**config.mk**
```make
export PLATFORM = sky130hd
export DESIGN_NAME = bounded_priority_dispatcher_top
export DESIGN_NICKNAME = d
export VERILOG_FILES = /design/src/sv/bpd_pkg.sv /design/src/sv/bpd_ctrl.sv /design/src/sv/bpd_datapath.sv /design/src/sv/bounded_priority_dispatcher_top.sv
export SDC_FILE = /design/constraint.sdc
export NUM_CORES = 2
export LEC_CHECK = 0
export ABC_CLOCK_PERIOD_IN_PS = 12500
export BUFFER_PORTS_ARGS = -buffer_cell sky130_fd_sc_hd__buf_2
export CELL_PAD_IN_SITES_DETAIL_PLACEMENT = 1
export CELL_PAD_IN_SITES_GLOBAL_PLACEMENT = 1
export CORE_MARGIN = 2
export CORE_UTILIZATION = 50
export DETAILED_ROUTE_END_ITERATION = 10
export MAX_ROUTING_LAYER = met4
export PLACE_DENSITY_LB_ADDON = 0.1
export SYNTH_ARGS = -nofsm -noshare
export SYNTH_HDL_FRONTEND = slang
export SYNTH_HIERARCHICAL = 1
export SYNTH_SLANG_ARGS = --single-unit
```
**constraint.sdc**
```tcl
create_clock -name i_clk -period 12.5 [get_ports i_clk]
set_input_delay 1.25 -clock i_clk [delete_from_list [all_inputs] [get_ports i_clk]]
set_output_delay 1.25 -clock i_clk [all_outputs]
set_load 0.02 [all_outputs]
```
**src/sv/bpd_pkg.sv**
```systemverilog
// Package for the bounded priority dispatcher: sizes, codes, beat structs
// and the controller/datapath command and status groups. No dependencies.
package bpd_pkg;

    localparam int TABLE_DEPTH = 16;
    localparam int IDX_W       = (TABLE_DEPTH > 1) ? $clog2(TABLE_DEPTH) : 1;
    localparam int CNT_W       = $clog2(TABLE_DEPTH + 1);
    localparam int LIM_W       = 5;
    localparam int CMP_W       = (CNT_W > LIM_W) ? CNT_W : LIM_W;
    localparam int MAX_STARTS  = 16;
    localparam int START_W     = $clog2(MAX_STARTS + 1);

    typedef enum logic [2:0] {
        OP_ADD      = 3'd0,
        OP_CANCEL   = 3'd1,
        OP_CHPRIO   = 3'd2,
        OP_COMPLETE = 3'd3,
        OP_DISPATCH = 3'd4
    } t_opcode;

    typedef enum logic [1:0] {
        ST_OK       = 2'd0,
        ST_NOTFOUND = 2'd1,
        ST_FULL     = 2'd2
    } t_status;

    typedef enum logic [1:0] {
        PH_WAIT   = 2'd0,
        PH_ACTIVE = 2'd1,
        PH_CANCEL = 2'd2
    } t_phase;

    typedef enum logic [0:0] {
        KIND_STATUS = 1'b0,
        KIND_START  = 1'b1
    } t_kind;

    typedef enum logic [2:0] {
        S_IDLE,
        S_OP,
        S_CHECK,
        S_SCAN,
        S_EVAL,
        S_START,
        S_STATUS
    } t_state;

    localparam logic [0:0] CFG_LIMIT = 1'b0;

    typedef struct packed {
        logic [2:0]         command;
        logic [31:0]        request_id;
        logic signed [15:0] priority_req;
    } t_cmd_in;

    typedef struct packed {
        logic        kind;
        logic [1:0]  status;
        logic [31:0] started_id;
        logic        last;
    } t_result;

    typedef struct packed {
        logic load;
        logic do_op;
        logic scan_clr;
        logic scan_step;
        logic do_start;
        logic do_status;
    } t_dp_ctl;

    typedef struct packed {
        logic want_dispatch;
        logic can_dispatch;
        logic scan_last;
        logic best_ok;
    } t_dp_sts;

endpackage

```
**src/sv/bpd_ctrl.sv**
```systemverilog
// Controller state machine of the dispatcher: sequences command, scan and
// start steps. Depends on bpd_pkg.
module bpd_ctrl (
    input  logic              i_clk,
    input  logic              i_rst_n,
    input  logic              i_start,
    input  bpd_pkg::t_dp_sts  i_sts,
    output bpd_pkg::t_dp_ctl  o_ctl,
    output logic              o_busy
);

    bpd_pkg::t_state r_state, n_state;

    // state register
    always_ff @(posedge i_clk) begin
        if (!i_rst_n) begin
            r_state <= bpd_pkg::S_IDLE;
        end else begin
            r_state <= n_state;
        end
    end

    // next state and commands
    always_comb begin
        n_state = r_state;
        o_ctl   = '0;
        o_busy  = 1'b1;
        unique case (r_state)
            bpd_pkg::S_IDLE: begin
                o_busy = 1'b0;
                if (i_start) begin
                    o_ctl.load = 1'b1;
                    n_state    = bpd_pkg::S_OP;
                end
            end
            bpd_pkg::S_OP: begin
                o_ctl.do_op = 1'b1;
                n_state = i_sts.want_dispatch ? bpd_pkg::S_CHECK : bpd_pkg::S_STATUS;
            end
            bpd_pkg::S_CHECK: begin
                o_ctl.scan_clr = 1'b1;
                n_state = i_sts.can_dispatch ? bpd_pkg::S_SCAN : bpd_pkg::S_STATUS;
            end
            bpd_pkg::S_SCAN: begin
                o_ctl.scan_step = 1'b1;
                if (i_sts.scan_last) begin
                    n_state = bpd_pkg::S_EVAL;
                end
            end
            bpd_pkg::S_EVAL: begin
                n_state = i_sts.best_ok ? bpd_pkg::S_START : bpd_pkg::S_STATUS;
            end
            bpd_pkg::S_START: begin
                o_ctl.do_start = 1'b1;
                n_state = bpd_pkg::S_CHECK;
            end
            bpd_pkg::S_STATUS: begin
                o_ctl.do_status = 1'b1;
                n_state = bpd_pkg::S_IDLE;
            end
            default: begin
                n_state = bpd_pkg::S_IDLE;
            end
        endcase
    end

endmodule

```
**src/sv/bpd_datapath.sv**
```systemverilog
// Datapath of the dispatcher: request table, active count, scan unit and
// result register. Depends on bpd_pkg.
module bpd_datapath (
    input  logic                       i_clk,
    input  logic                       i_rst_n,
    input  bpd_pkg::t_cmd_in           i_cmd,
    input  logic [bpd_pkg::LIM_W-1:0]  i_limit,
    input  bpd_pkg::t_dp_ctl           i_ctl,
    output bpd_pkg::t_dp_sts           o_sts,
    output bpd_pkg::t_result           o_result,
    output logic                       o_result_valid
);

    localparam int D = bpd_pkg::TABLE_DEPTH;

    // table, contiguous prefix of r_fill entries
    logic [31:0]        r_id    [D];
    logic signed [15:0] r_prio  [D];
    bpd_pkg::t_phase    r_phase [D];
    logic [bpd_pkg::CNT_W-1:0]   r_fill;
    logic [bpd_pkg::LIM_W-1:0]   r_cnt;
    logic [bpd_pkg::START_W-1:0] r_started;

    bpd_pkg::t_cmd_in   r_cmd;
    bpd_pkg::t_status   r_status;

    // scan unit
    logic [bpd_pkg::IDX_W-1:0] r_scan;
    logic [bpd_pkg::IDX_W-1:0] r_best;
    logic signed [15:0]        r_best_key;
    logic                      r_best_ok;

    bpd_pkg::t_result r_res;
    logic             r_res_vld;

    // id matching: newest hit and oldest hit
    logic                      found_new, found_old, new_wait;
    logic [bpd_pkg::IDX_W-1:0] pos_new, pos_old, drop_pos;
    logic                      drop_en;
    logic [bpd_pkg::CNT_W-1:0] fill_m1;
    logic [bpd_pkg::CMP_W-1:0] fill_x, cnt_x, lim_x;
    bpd_pkg::t_opcode          opc;

    assign opc = bpd_pkg::t_opcode'(r_cmd.command);

    always_comb begin
        found_new = 1'b0;
        found_old = 1'b0;
        new_wait  = 1'b0;
        pos_new   = '0;
        pos_old   = '0;
        for (int k = 0; k < D; k++) begin
            if (k < int'(r_fill) && r_id[k] == r_cmd.request_id) begin
                found_new = 1'b1;
                pos_new   = bpd_pkg::IDX_W'(k);
                new_wait  = (r_phase[k] == bpd_pkg::PH_WAIT);
            end
        end
        for (int k = D - 1; k >= 0; k--) begin
            if (k < int'(r_fill) && r_id[k] == r_cmd.request_id) begin
                found_old = 1'b1;
                pos_old   = bpd_pkg::IDX_W'(k);
            end
        end
    end

    assign drop_en  = i_ctl.do_op &&
                      ((opc == bpd_pkg::OP_CANCEL && found_new && new_wait) ||
                       (opc == bpd_pkg::OP_COMPLETE && found_old));
    assign drop_pos = (opc == bpd_pkg::OP_CANCEL) ? pos_new : pos_old;

    // status toward the controller
    assign fill_m1 = r_fill - 1'b1;
    assign fill_x  = bpd_pkg::CMP_W'(r_fill);
    assign cnt_x   = bpd_pkg::CMP_W'(r_cnt);
    assign lim_x   = bpd_pkg::CMP_W'(i_limit);

    always_comb begin
        o_sts.want_dispatch = (opc == bpd_pkg::OP_CANCEL) ||
                              (opc == bpd_pkg::OP_COMPLETE) ||
                              (opc == bpd_pkg::OP_DISPATCH);
        o_sts.can_dispatch  = (r_started < bpd_pkg::START_W'(bpd_pkg::MAX_STARTS)) &&
                              (cnt_x < lim_x) && (fill_x > cnt_x);
        o_sts.scan_last     = (r_scan == fill_m1[bpd_pkg::IDX_W-1:0]);
        o_sts.best_ok       = r_best_ok;
    end

    // table storage
    always_ff @(posedge i_clk) begin
        if (i_ctl.do_op) begin
            unique case (opc)
                bpd_pkg::OP_ADD: begin
                    if (int'(r_fill) < D) begin
                        r_id[r_fill[bpd_pkg::IDX_W-1:0]]    <= r_cmd.request_id;
                        r_prio[r_fill[bpd_pkg::IDX_W-1:0]]  <= r_cmd.priority_req;
                        r_phase[r_fill[bpd_pkg::IDX_W-1:0]] <= bpd_pkg::PH_WAIT;
                    end
                end
                bpd_pkg::OP_CANCEL: begin
                    if (found_new && !new_wait) begin
                        r_phase[pos_new] <= bpd_pkg::PH_CANCEL;
                    end
                end
                bpd_pkg::OP_CHPRIO: begin
                    if (found_old) begin
                        r_prio[pos_old] <= r_cmd.priority_req;
                    end
                end
                default: begin
                end
            endcase
        end
        // close the gap on removal
        if (drop_en) begin
            for (int k = 0; k < D - 1; k++) begin
                if (k >= int'(drop_pos)) begin
                    r_id[k]    <= r_id[k+1];
                    r_prio[k]  <= r_prio[k+1];
                    r_phase[k] <= r_phase[k+1];
                end
            end
        end
        if (i_ctl.do_start) begin
            r_phase[r_best] <= bpd_pkg::PH_ACTIVE;
        end
    end

    // fill and active counts
    always_ff @(posedge i_clk) begin
        if (!i_rst_n) begin
            r_fill <= '0;
            r_cnt  <= '0;
        end else begin
            if (i_ctl.do_op && opc == bpd_pkg::OP_ADD && int'(r_fill) < D) begin
                r_fill <= r_fill + 1'b1;
            end else if (drop_en) begin
                r_fill <= r_fill - 1'b1;
            end
            if (i_ctl.do_op && opc == bpd_pkg::OP_COMPLETE && r_cnt != '0) begin
                r_cnt <= r_cnt - 1'b1;
            end else if (i_ctl.do_start) begin
                r_cnt <= r_cnt + 1'b1;
            end
        end
    end

    // command capture, status code, start count
    always_ff @(posedge i_clk) begin
        if (i_ctl.load) begin
            r_cmd     <= i_cmd;
            r_started <= '0;
        end
        if (i_ctl.do_start) begin
            r_started <= r_started + 1'b1;
        end
        if (i_ctl.do_op) begin
            unique case (opc)
                bpd_pkg::OP_ADD:
                    r_status <= (int'(r_fill) < D) ? bpd_pkg::ST_OK : bpd_pkg::ST_FULL;
                bpd_pkg::OP_CANCEL:
                    r_status <= found_new ? bpd_pkg::ST_OK : bpd_pkg::ST_NOTFOUND;
                bpd_pkg::OP_CHPRIO, bpd_pkg::OP_COMPLETE:
                    r_status <= found_old ? bpd_pkg::ST_OK : bpd_pkg::ST_NOTFOUND;
                default:
                    r_status <= bpd_pkg::ST_OK;
            endcase
        end
    end

    // serial best search, one entry a cycle, earliest wins ties
    always_ff @(posedge i_clk) begin
        if (i_ctl.scan_clr) begin
            r_scan    <= '0;
            r_best_ok <= 1'b0;
        end else if (i_ctl.scan_step) begin
            r_scan <= r_scan + 1'b1;
            if (r_phase[r_scan] == bpd_pkg::PH_WAIT &&
                (!r_best_ok || r_prio[r_scan] > r_best_key)) begin
                r_best_ok  <= 1'b1;
                r_best     <= r_scan;
                r_best_key <= r_prio[r_scan];
            end
        end
    end

    // result register
    always_ff @(posedge i_clk) begin
        if (!i_rst_n) begin
            r_res_vld <= 1'b0;
        end else begin
            r_res_vld <= i_ctl.do_start || i_ctl.do_status;
        end
        if (i_ctl.do_start) begin
            r_res.kind       <= bpd_pkg::KIND_START;
            r_res.status     <= bpd_pkg::ST_OK;
            r_res.started_id <= r_id[r_best];
            r_res.last       <= 1'b0;
        end else if (i_ctl.do_status) begin
            r_res.kind       <= bpd_pkg::KIND_STATUS;
            r_res.status     <= r_status;
            r_res.started_id <= r_cmd.request_id;
            r_res.last       <= 1'b1;
        end
    end

    assign o_result       = r_res;
    assign o_result_valid = r_res_vld;

endmodule

```
**src/sv/bounded_priority_dispatcher_top.sv**
```systemverilog
// Top level of the bounded priority dispatcher: APB limit register,
// controller and datapath. Depends on bpd_pkg, bpd_ctrl, bpd_datapath.
//
//  channel   ports                            handshake
//  command   i_cmd                            start & !busy
//  result    o_result                         o_result_valid, one cycle
//  config    psel penable pwrite paddr ...    APB, pready tied high
//
// A command without dispatch goes from the op step to the status step. A dispatch
// pass adds a check step per check; a passing check adds a serial priority scan
// of every filled table entry, an evaluate step and, per start, a start step.
// busy stays high until the status beat is issued; that beat appears on the
// cycle after, with the block already idle.
// Reset is synchronous, active low; it empties the table and zeroes the
// active count, and sets the limit to 2. Results cannot be stalled.
module bounded_priority_dispatcher_top (
    input  logic             i_clk,
    input  logic             i_rst_n,
    input  logic             start,
    output logic             busy,
    input  bpd_pkg::t_cmd_in i_cmd,
    output bpd_pkg::t_result o_result,
    output logic             o_result_valid,
    input  logic             psel,
    input  logic             penable,
    input  logic             pwrite,
    input  logic [2:0]       paddr,
    input  logic [31:0]      pwdata,
    output logic [31:0]      prdata,
    output logic             pready
);

    logic [bpd_pkg::LIM_W-1:0] r_limit;
    bpd_pkg::t_dp_ctl ctl;
    bpd_pkg::t_dp_sts sts;

    // limit register
    always_ff @(posedge i_clk) begin
        if (!i_rst_n) begin
            r_limit <= bpd_pkg::LIM_W'(2);
        end else if (psel && penable && pwrite && paddr[2] == bpd_pkg::CFG_LIMIT) begin
            r_limit <= pwdata[bpd_pkg::LIM_W-1:0];
        end
    end

    assign pready = 1'b1;
    assign prdata = (paddr[2] == bpd_pkg::CFG_LIMIT) ? 32'(r_limit) : 32'd0;

    bpd_ctrl u_ctrl (
        .i_clk   (i_clk),
        .i_rst_n (i_rst_n),
        .i_start (start),
        .i_sts   (sts),
        .o_ctl   (ctl),
        .o_busy  (busy)
    );

    bpd_datapath u_dp (
        .i_clk          (i_clk),
        .i_rst_n        (i_rst_n),
        .i_cmd          (i_cmd),
        .i_limit        (r_limit),
        .i_ctl          (ctl),
        .o_sts          (sts),
        .o_result       (o_result),
        .o_result_valid (o_result_valid)
    );

`ifndef ASSERT_OFF
    a_busy_after_start: assert property (@(posedge i_clk) disable iff (!i_rst_n)
        (start && !busy) |=> busy)
        else $error("accepted command did not raise busy");
    a_start_ok: assert property (@(posedge i_clk) disable iff (!i_rst_n)
        (o_result_valid && o_result.kind) |->
        (o_result.status == bpd_pkg::ST_OK && !o_result.last))
        else $error("start beat with bad status or last");
    a_status_last: assert property (@(posedge i_clk) disable iff (!i_rst_n)
        (o_result_valid && !o_result.kind) |-> (o_result.last && !busy))
        else $error("status beat not final or block still busy");
`endif

endmodule
```
## Word level (Yosys, flattened, before mapping)

Memories as Yosys holds them, arrays and structs flattened. A register that Yosys moved wholly into a read port is not among the register bits.
Index checks and enable logic that the tools add are counted.

| word-level totals | value |
|---|---|
| register bits after elaboration | 138 |
| RAM bits | 800 |
| output and inout bits | 71 |
| memories kept | 3 |

| cells by class | value |
|---|---|
| add/sub/neg operators | 6 |
| magnitude comparators | 36 |
| equality and inequality tests | 29 |
| mux-type cells | 189 |
| bitwise logic cells | 2 |
| reduce and logical (&&, ||, !) cells | 72 |

Memories:

| name | words | width | rd ports | clocked after Yosys merged registers in | write ports | RTL line | text |
|---|---|---|---|---|---|---|---|
| u_dp.r_id | 16 | 32 | 17 | 1 | 15 | bpd_datapath.sv:17 | `logic [31:0] r_id [D];` |
| u_dp.r_prio | 16 | 16 | 16 | 1 | 15 | bpd_datapath.sv:18 | `logic signed [15:0] r_prio [D];` |
| u_dp.r_phase | 16 | 2 | 17 | 1 | 15 | bpd_datapath.sv:19 | `bpd_pkg::t_phase r_phase [D];` |

Operators with widths:

| cell | number |
|---|---|
| $eq A32 B32 Y1 | 16 |
| $mux W4 | 36 |
| $mux W1 | 124 |
| $mux W33 | 2 |
| $lt A4 B5 Y1 const A | 8 |
| $mux W5 | 7 |
| $logic_not A2 Y1 | 17 |
| $mux W16 | 2 |
| $mux W32 | 1 |
| $reduce_or A16 Y1 | 2 |
| $reduce_or A32 Y1 | 1 |
| $logic_and A1 B1 Y1 | 31 |
| $ge A4 B4 Y1 const A | 7 |
| $mux W3 | 8 |
| $lt A3 B5 Y1 const A | 4 |
| $pmux W3 S6 | 1 |
| $ge A3 B4 Y1 const A | 4 |
| $gt A16 B16 Y1 | 1 |
| $add A5 B1 Y5 const B | 3 |
| $mux W2 | 7 |
| $eq A3 B2 Y1 const B | 4 |
| $eq A3 B3 Y1 const B | 4 |
| $lt A1 B5 Y1 const A | 2 |
| $lt A2 B5 Y1 const A | 2 |
| 20 further kinds | 40 |

## Longest topological paths before layout

An unclocked memory read counts as a cell.

| logic depth | value |
|---|---|
| depth in word-level cells | 29 |
| depth in mapped cells | 18 |
| depth with buffers taken out | 16 |

## By module

The synthesis kept the hierarchy.

By module, submodules not included:

| module | times used | cells each | area each (sq um) | sequential area each (sq um) |
|---|---|---|---|---|
| bpd_datapath | 1 | 4,445 | 54,957.7 | 27,566.4 |
| bounded_priority_dispatcher_top | 1 | 58 | 479.2 | 100.1 |
| bpd_ctrl | 1 | 31 | 237.7 | 60.1 |

## Worst setup path before layout

No wires, ideal clock.

| timing | value |
|---|---|
| path type | flip-flop to flip-flop |
| start point | register with a tool-made name |
| end point | register with a tool-made name |
| library setup time | 0.077 ns |
| arrival | 8.499 ns |
| slack | 3.924 ns |
| stages on the path, launching flop included | 19 |
| buffers on the path | 3 |
| clock period less this slack | 8.576 ns |
| cell sequence | dfxtp_1 > clkbuf_1 > clkbuf_1 > buf_1 > mux4_2 > mux4_2 > ha_1 > nor2b_1 > o21a_1 > o21a_1 > o21a_1 > o21a_1 > o21ai_0 > nand2b_1 > a21oi_1 > o31ai_1 > a2111oi_0 > a2111oi_0 > mux2_2 |

==> results summary <==
The run finished with clean final reports. The distinct cell type count after synthesis is 96. The share of power burned in the clock network is 31.6%. TritonCTS built the clock tree. The average wire length per cell after detail routing came out at 33.3 µm. The number of max-slew violations in the final report is 0. In this run the count of I/O pins placed on the die edge is 163.

The core footprint is 111000 µm². The post-synthesis simple-gate area fraction is 13.3%. In this run, synthesis produced a sequential element count of 946. The post-cts repair resize count is 0.

After clock tree synthesis, the clock-pin slew on the worst setup and hold paths is 60 ps. Multiplexer cells account for 20.8% of the synthesized area. The sequential cell area in the final layout is 27700 µm². The length in cells of the worst reg-to-reg path is 14. The via count of the first global-routing pass is 39900. The via count came out at 39500. The post-synthesis sequential area ratio is 49.8%. Setup repair after global routing left no endpoint under its margin. The highest fanout seen on the critical path came out at 33. In this run the worst hold path is classified as reg -> reg.

In this run the deepest clock path goes through 3 buffers. The final-report hold violation count is 0. Before antenna repair, the detailed router went through 7 iterations. The x dimension of the die came out at 338 µm. The total global-route track usage is 36.6%. The detailed-route DRC error count came out at 0.

Adding up every negative setup slack in the final design gives 0 ps. The required time reported for the critical path endpoint came out at 12830 ps. Once detailed placement completed, the half-perimeter wirelength came to 147 mm. The placer's final routability congestion estimate is 1.01. Leaving out fill and tap cells, the most frequent cell in the layout is sky130_fd_sc_hd__edfxtp_1. Of the total power, the share spent switching nets is 33.0%. The fraction of layout cells with a size suffix above 1 came out at 25.8%. The count of max-cap constraint violations is 0. The power density over the cells is 162 nW/µm². The area growth from synthesis to layout is 9.60%. The transition time at the pin with the least slew margin is 1280 ps. For the worst setup path, the data arrival time is 7330 ps. sky130_fd_sc_hd__edfxtp_1 takes more of the synthesized area than any other cell. The wire length reported by the detailed router came out at 203 mm. Internal power comes to 6.63 mW. The clock arrives with 32.0 ps of skew. The launching element type of the critical path is a flop.

The buffers inserted during post-CTS setup optimization came out at 0. The adder and majority gate portion of the synthesized area came out at 0.823%. The worst register-to-register path begins at u_dp/r_cmd[34]$_DFFE_PP_.

The number of antenna violations at the first check in global routing was 4. The sequential fraction of design power is 40.1%. The endpoint kind of the worst setup timing path is a flop. Yosys printed 6 warnings. Summing every instance area after synthesis gives 55700 µm². The count of hold-fix buffers inserted at cts is 0. The synthesized netlist devotes 3.50% of its cell area to compound gates. The leakage dissipation came out at 20.8 nW. The highest ir drop seen on vdd came out at 143 µV. The number of H-tree levels came out at 3. After routing the design area is 61000 µm². By area, the combinational part of the netlist is dominated by multiplexers.

Measured against its own limit, the worst slew margin works out to 13.8%. The final layout contains 4657 nets. The multi-input gate area in the final layout came out at 26400 µm². The worst register-to-register path has a setup slack of 5500 ps. The endpoint identified for the worst register-to-register timing path is u_dp/r_id[10][15]$_DFFE_PP_. The area after detailed placement is 57600 µm².

The via-per-instance ratio came out at 6.47. The die is 338 µm tall. The number of cell rows came out at 122.

The most used flip-flop cell after synthesis is sky130_fd_sc_hd__edfxtp_1. In this run the power spent charging and discharging nets is 3.26 mW. Ranked by total cell area, the synthesized netlist is headed by sky130_fd_sc_hd__edfxtp_1 (47%), sky130_fd_sc_hd__mux4_2 (9.8%), sky130_fd_sc_hd__mux2_2 (9.2%), sky130_fd_sc_hd__nand2_1 (5.6%), sky130_fd_sc_hd__xnor2_1 (4.3%). The first global-routing pass estimated 288 mm of wire. The number of buffers added by the clock tree synthesis step came out at 108.

The xor/xnor share of the synthesized area is 8.34%. For the finished layout, the period the worst path requires is 7000 ps. The final setup slack of the worst path came out at 5500 ps. In the layout the commonest cells are sky130_fd_sc_hd__edfxtp_1 (878), sky130_fd_sc_hd__nand2_1 (824), sky130_fd_sc_hd__mux2_2 (453). The post-placement worst setup slack came out at 5690 ps. For this run the aggregate overflow at the end of global routing stands at 0.

In this run the tool buffered the top-level ports with 105 buffer cells. Entering global routing, the biggest net connects 56 pins. The post-route clock period utilization came out at 56.0%. Combinational logic is responsible for 28.3% of the overall power. The number of sinks on the clock net came out at 946. Static timing analysis puts the maximum clock frequency at 143 MHz.

The number of nets still failing antenna checks after routing came out at 0. The portion of synthesized cell area occupied by the leading cell type is 47.4%. The average size of a mapped cell is 12.3 µm². The synthesized design contains 878 enable-type register cells. Along the worst hold path, the cell count comes to 1. The async set-reset flop share out of synthesis came out at 0%.

The count of fill cells added during filler insertion came out at 11100. The worst hold path begins at u_dp/o_result[35]$_SDFFE_PP1P_. The effective utilization at floorplan came out at 50.4%. The critical path is of the reg -> reg type. Synthesis produced 4534 cells. For hold timing, the worst endpoint is u_dp/o_result[35]$_SDFFE_PP1P_.

The number of setup violations in the final report is 0. The clock reaches the later pin of the worst-skew pair after 720 ps. The clock tree root buffer cell is sky130_fd_sc_hd__clkbuf_16. For this block, the initial DRC count from the detailed router was 4138.

The full die area came out at 114000 µm².
-- power by group through the flow --
stage               Sequential [mW]  Clock [mW]  Combinational [mW]
floorplan                      3.92           0                1.91
global placement               4.02           0                2.67
detailed placement             4.02           0                2.74
CTS                            3.96        3.18                2.76
global route                   3.98        3.30                2.95
finish                         3.96        3.13                2.80
-- worst max-delay path, stage by stage (launching register included) --
cell                       delay (ps)
sky130_fd_sc_hd__edfxtp_1         360
sky130_fd_sc_hd__buf_4            290
sky130_fd_sc_hd__xnor2_1          560
sky130_fd_sc_hd__nand4_1          180
sky130_fd_sc_hd__nor4bb_1         740
sky130_fd_sc_hd__nand3_1          470
sky130_fd_sc_hd__o311ai_0         800
sky130_fd_sc_hd__a31o_2           310
sky130_fd_sc_hd__nor2_1           120
sky130_fd_sc_hd__o21ai_2          220
sky130_fd_sc_hd__nand2_1          550
sky130_fd_sc_hd__nor2_2           680
sky130_fd_sc_hd__buf_4            340
sky130_fd_sc_hd__o21ai_0          190
sky130_fd_sc_hd__nand2_2          740
-- sequential cells by signal (all words and copies together) (netlist names), 3 cells and up, named ones only --
name / count
u_dp/r_id: 512
u_dp/r_prio: 256
u_dp/r_cmd: 48
u_dp/o_result: 36
u_dp/r_phase: 32
u_dp/r_best_key: 16
r_limit: 5
u_dp/cnt_x: 5
u_dp/fill_x: 5
u_dp/r_started: 5
u_dp/r_best: 4
u_dp/r_scan: 4
u_ctrl/r_state: 3
u_dp/opc: 3
-- Yosys cell counts, types with 17 or more instances --
master	count
sky130_fd_sc_hd__ha_1	35
sky130_fd_sc_hd__mux2_2	453
sky130_fd_sc_hd__inv_1	50
sky130_fd_sc_hd__nand4_1	121
sky130_fd_sc_hd__and4_1	23
sky130_fd_sc_hd__clkbuf_1	131
sky130_fd_sc_hd__edfxtp_1	878
sky130_fd_sc_hd__and3_1	21
sky130_fd_sc_hd__nand3_1	59
sky130_fd_sc_hd__buf_4	49
sky130_fd_sc_hd__mux2_4	19
sky130_fd_sc_hd__mux2_1	50
sky130_fd_sc_hd__mux4_2	243
sky130_fd_sc_hd__and2_1	31
sky130_fd_sc_hd__dfxtp_1	68
sky130_fd_sc_hd__a21o_1	18
sky130_fd_sc_hd__nor2_1	107
sky130_fd_sc_hd__nand2_1	828
sky130_fd_sc_hd__or2_2	17
sky130_fd_sc_hd__nor2b_1	24
sky130_fd_sc_hd__buf_1	61
sky130_fd_sc_hd__nand2b_1	27
sky130_fd_sc_hd__o21ai_0	87
sky130_fd_sc_hd__nor4_1	115
sky130_fd_sc_hd__buf_2	117
sky130_fd_sc_hd__nor3_1	57
sky130_fd_sc_hd__a21oi_1	52
sky130_fd_sc_hd__xor2_1	257
sky130_fd_sc_hd__xnor2_1	273
-- through the flow --
stage	hold WS [ps]	total power, mW	utilization (%)	std cells
6_report	451	9.89	55.2	6107
5_1_grt	485	10.2	55.2	6104
4_1_cts	453	9.90	55.2	6103
3_5_place_dp	439	6.76	52.1	5907
3_3_place_gp	431	6.68	52.1	5907
2_1_floorplan	421	5.83	-	4560
-- worst max-delay path by stage --
stage,start,end,slack [ps]
4_1_cts,u_dp/r_cmd[27]$_DFFE_PP_,u_dp/r_id[10][14]$_DFFE_PP_,5670
2_1_floorplan,flop,flop,3920
6_report,u_dp/r_cmd[34]$_DFFE_PP_,u_dp/r_id[10][15]$_DFFE_PP_,5500
3_5_place_dp,u_dp/r_cmd[28]$_DFFE_PP_,u_dp/r_id[10][18]$_DFFE_PP_,5690
5_1_grt,u_dp/r_cmd[34]$_DFFE_PP_,u_dp/r_id[10][14]$_DFFE_PP_,5280
3_3_place_gp,u_dp/r_cmd[28]$_DFFE_PP_,u_dp/r_id[10][11]$_DFFE_PP_,5770
-- layout make-up --
type | count | area share (%)
Multi-Input combinational cell | 3201 | 43.3
Clock inverter | 56 | 0.861
Clock buffer | 140 | 4.74
Timing Repair Buffer | 221 | 2.29
Sequential cell | 946 | 45.5
Inverter | 51 | 0.314
Tap cell | 1488 | 3.05
Antenna cell | 4 | 0.0164
-- metal layers --
metal | global-route usage (%) | vias up | wire length (µm)
li1 | - | 16800 | -
met1 | 47.9 | 20600 | 82800
met2 | 55.7 | 1743 | 93200
met3 | 7.30 | 387 | 17200
met4 | 15.5 | 0 | 9970
met5 | - | - | 0
-- kinds of logic (layout without fill, tap and decap cells) --
family | Yosys count | after routing
AO/OA/AOI/OAI | 292 | 292
XOR/XNOR | 530 | 530
adder cells (fa/ha/maj) | 36 | 36
buffers and inverters | 413 | 468
flip-flops | 946 | 946
multiplexers | 779 | 779
other | 2 | 32
AND/OR/NAND/NOR | 1536 | 1536
(Power assumes the default switching activity.)
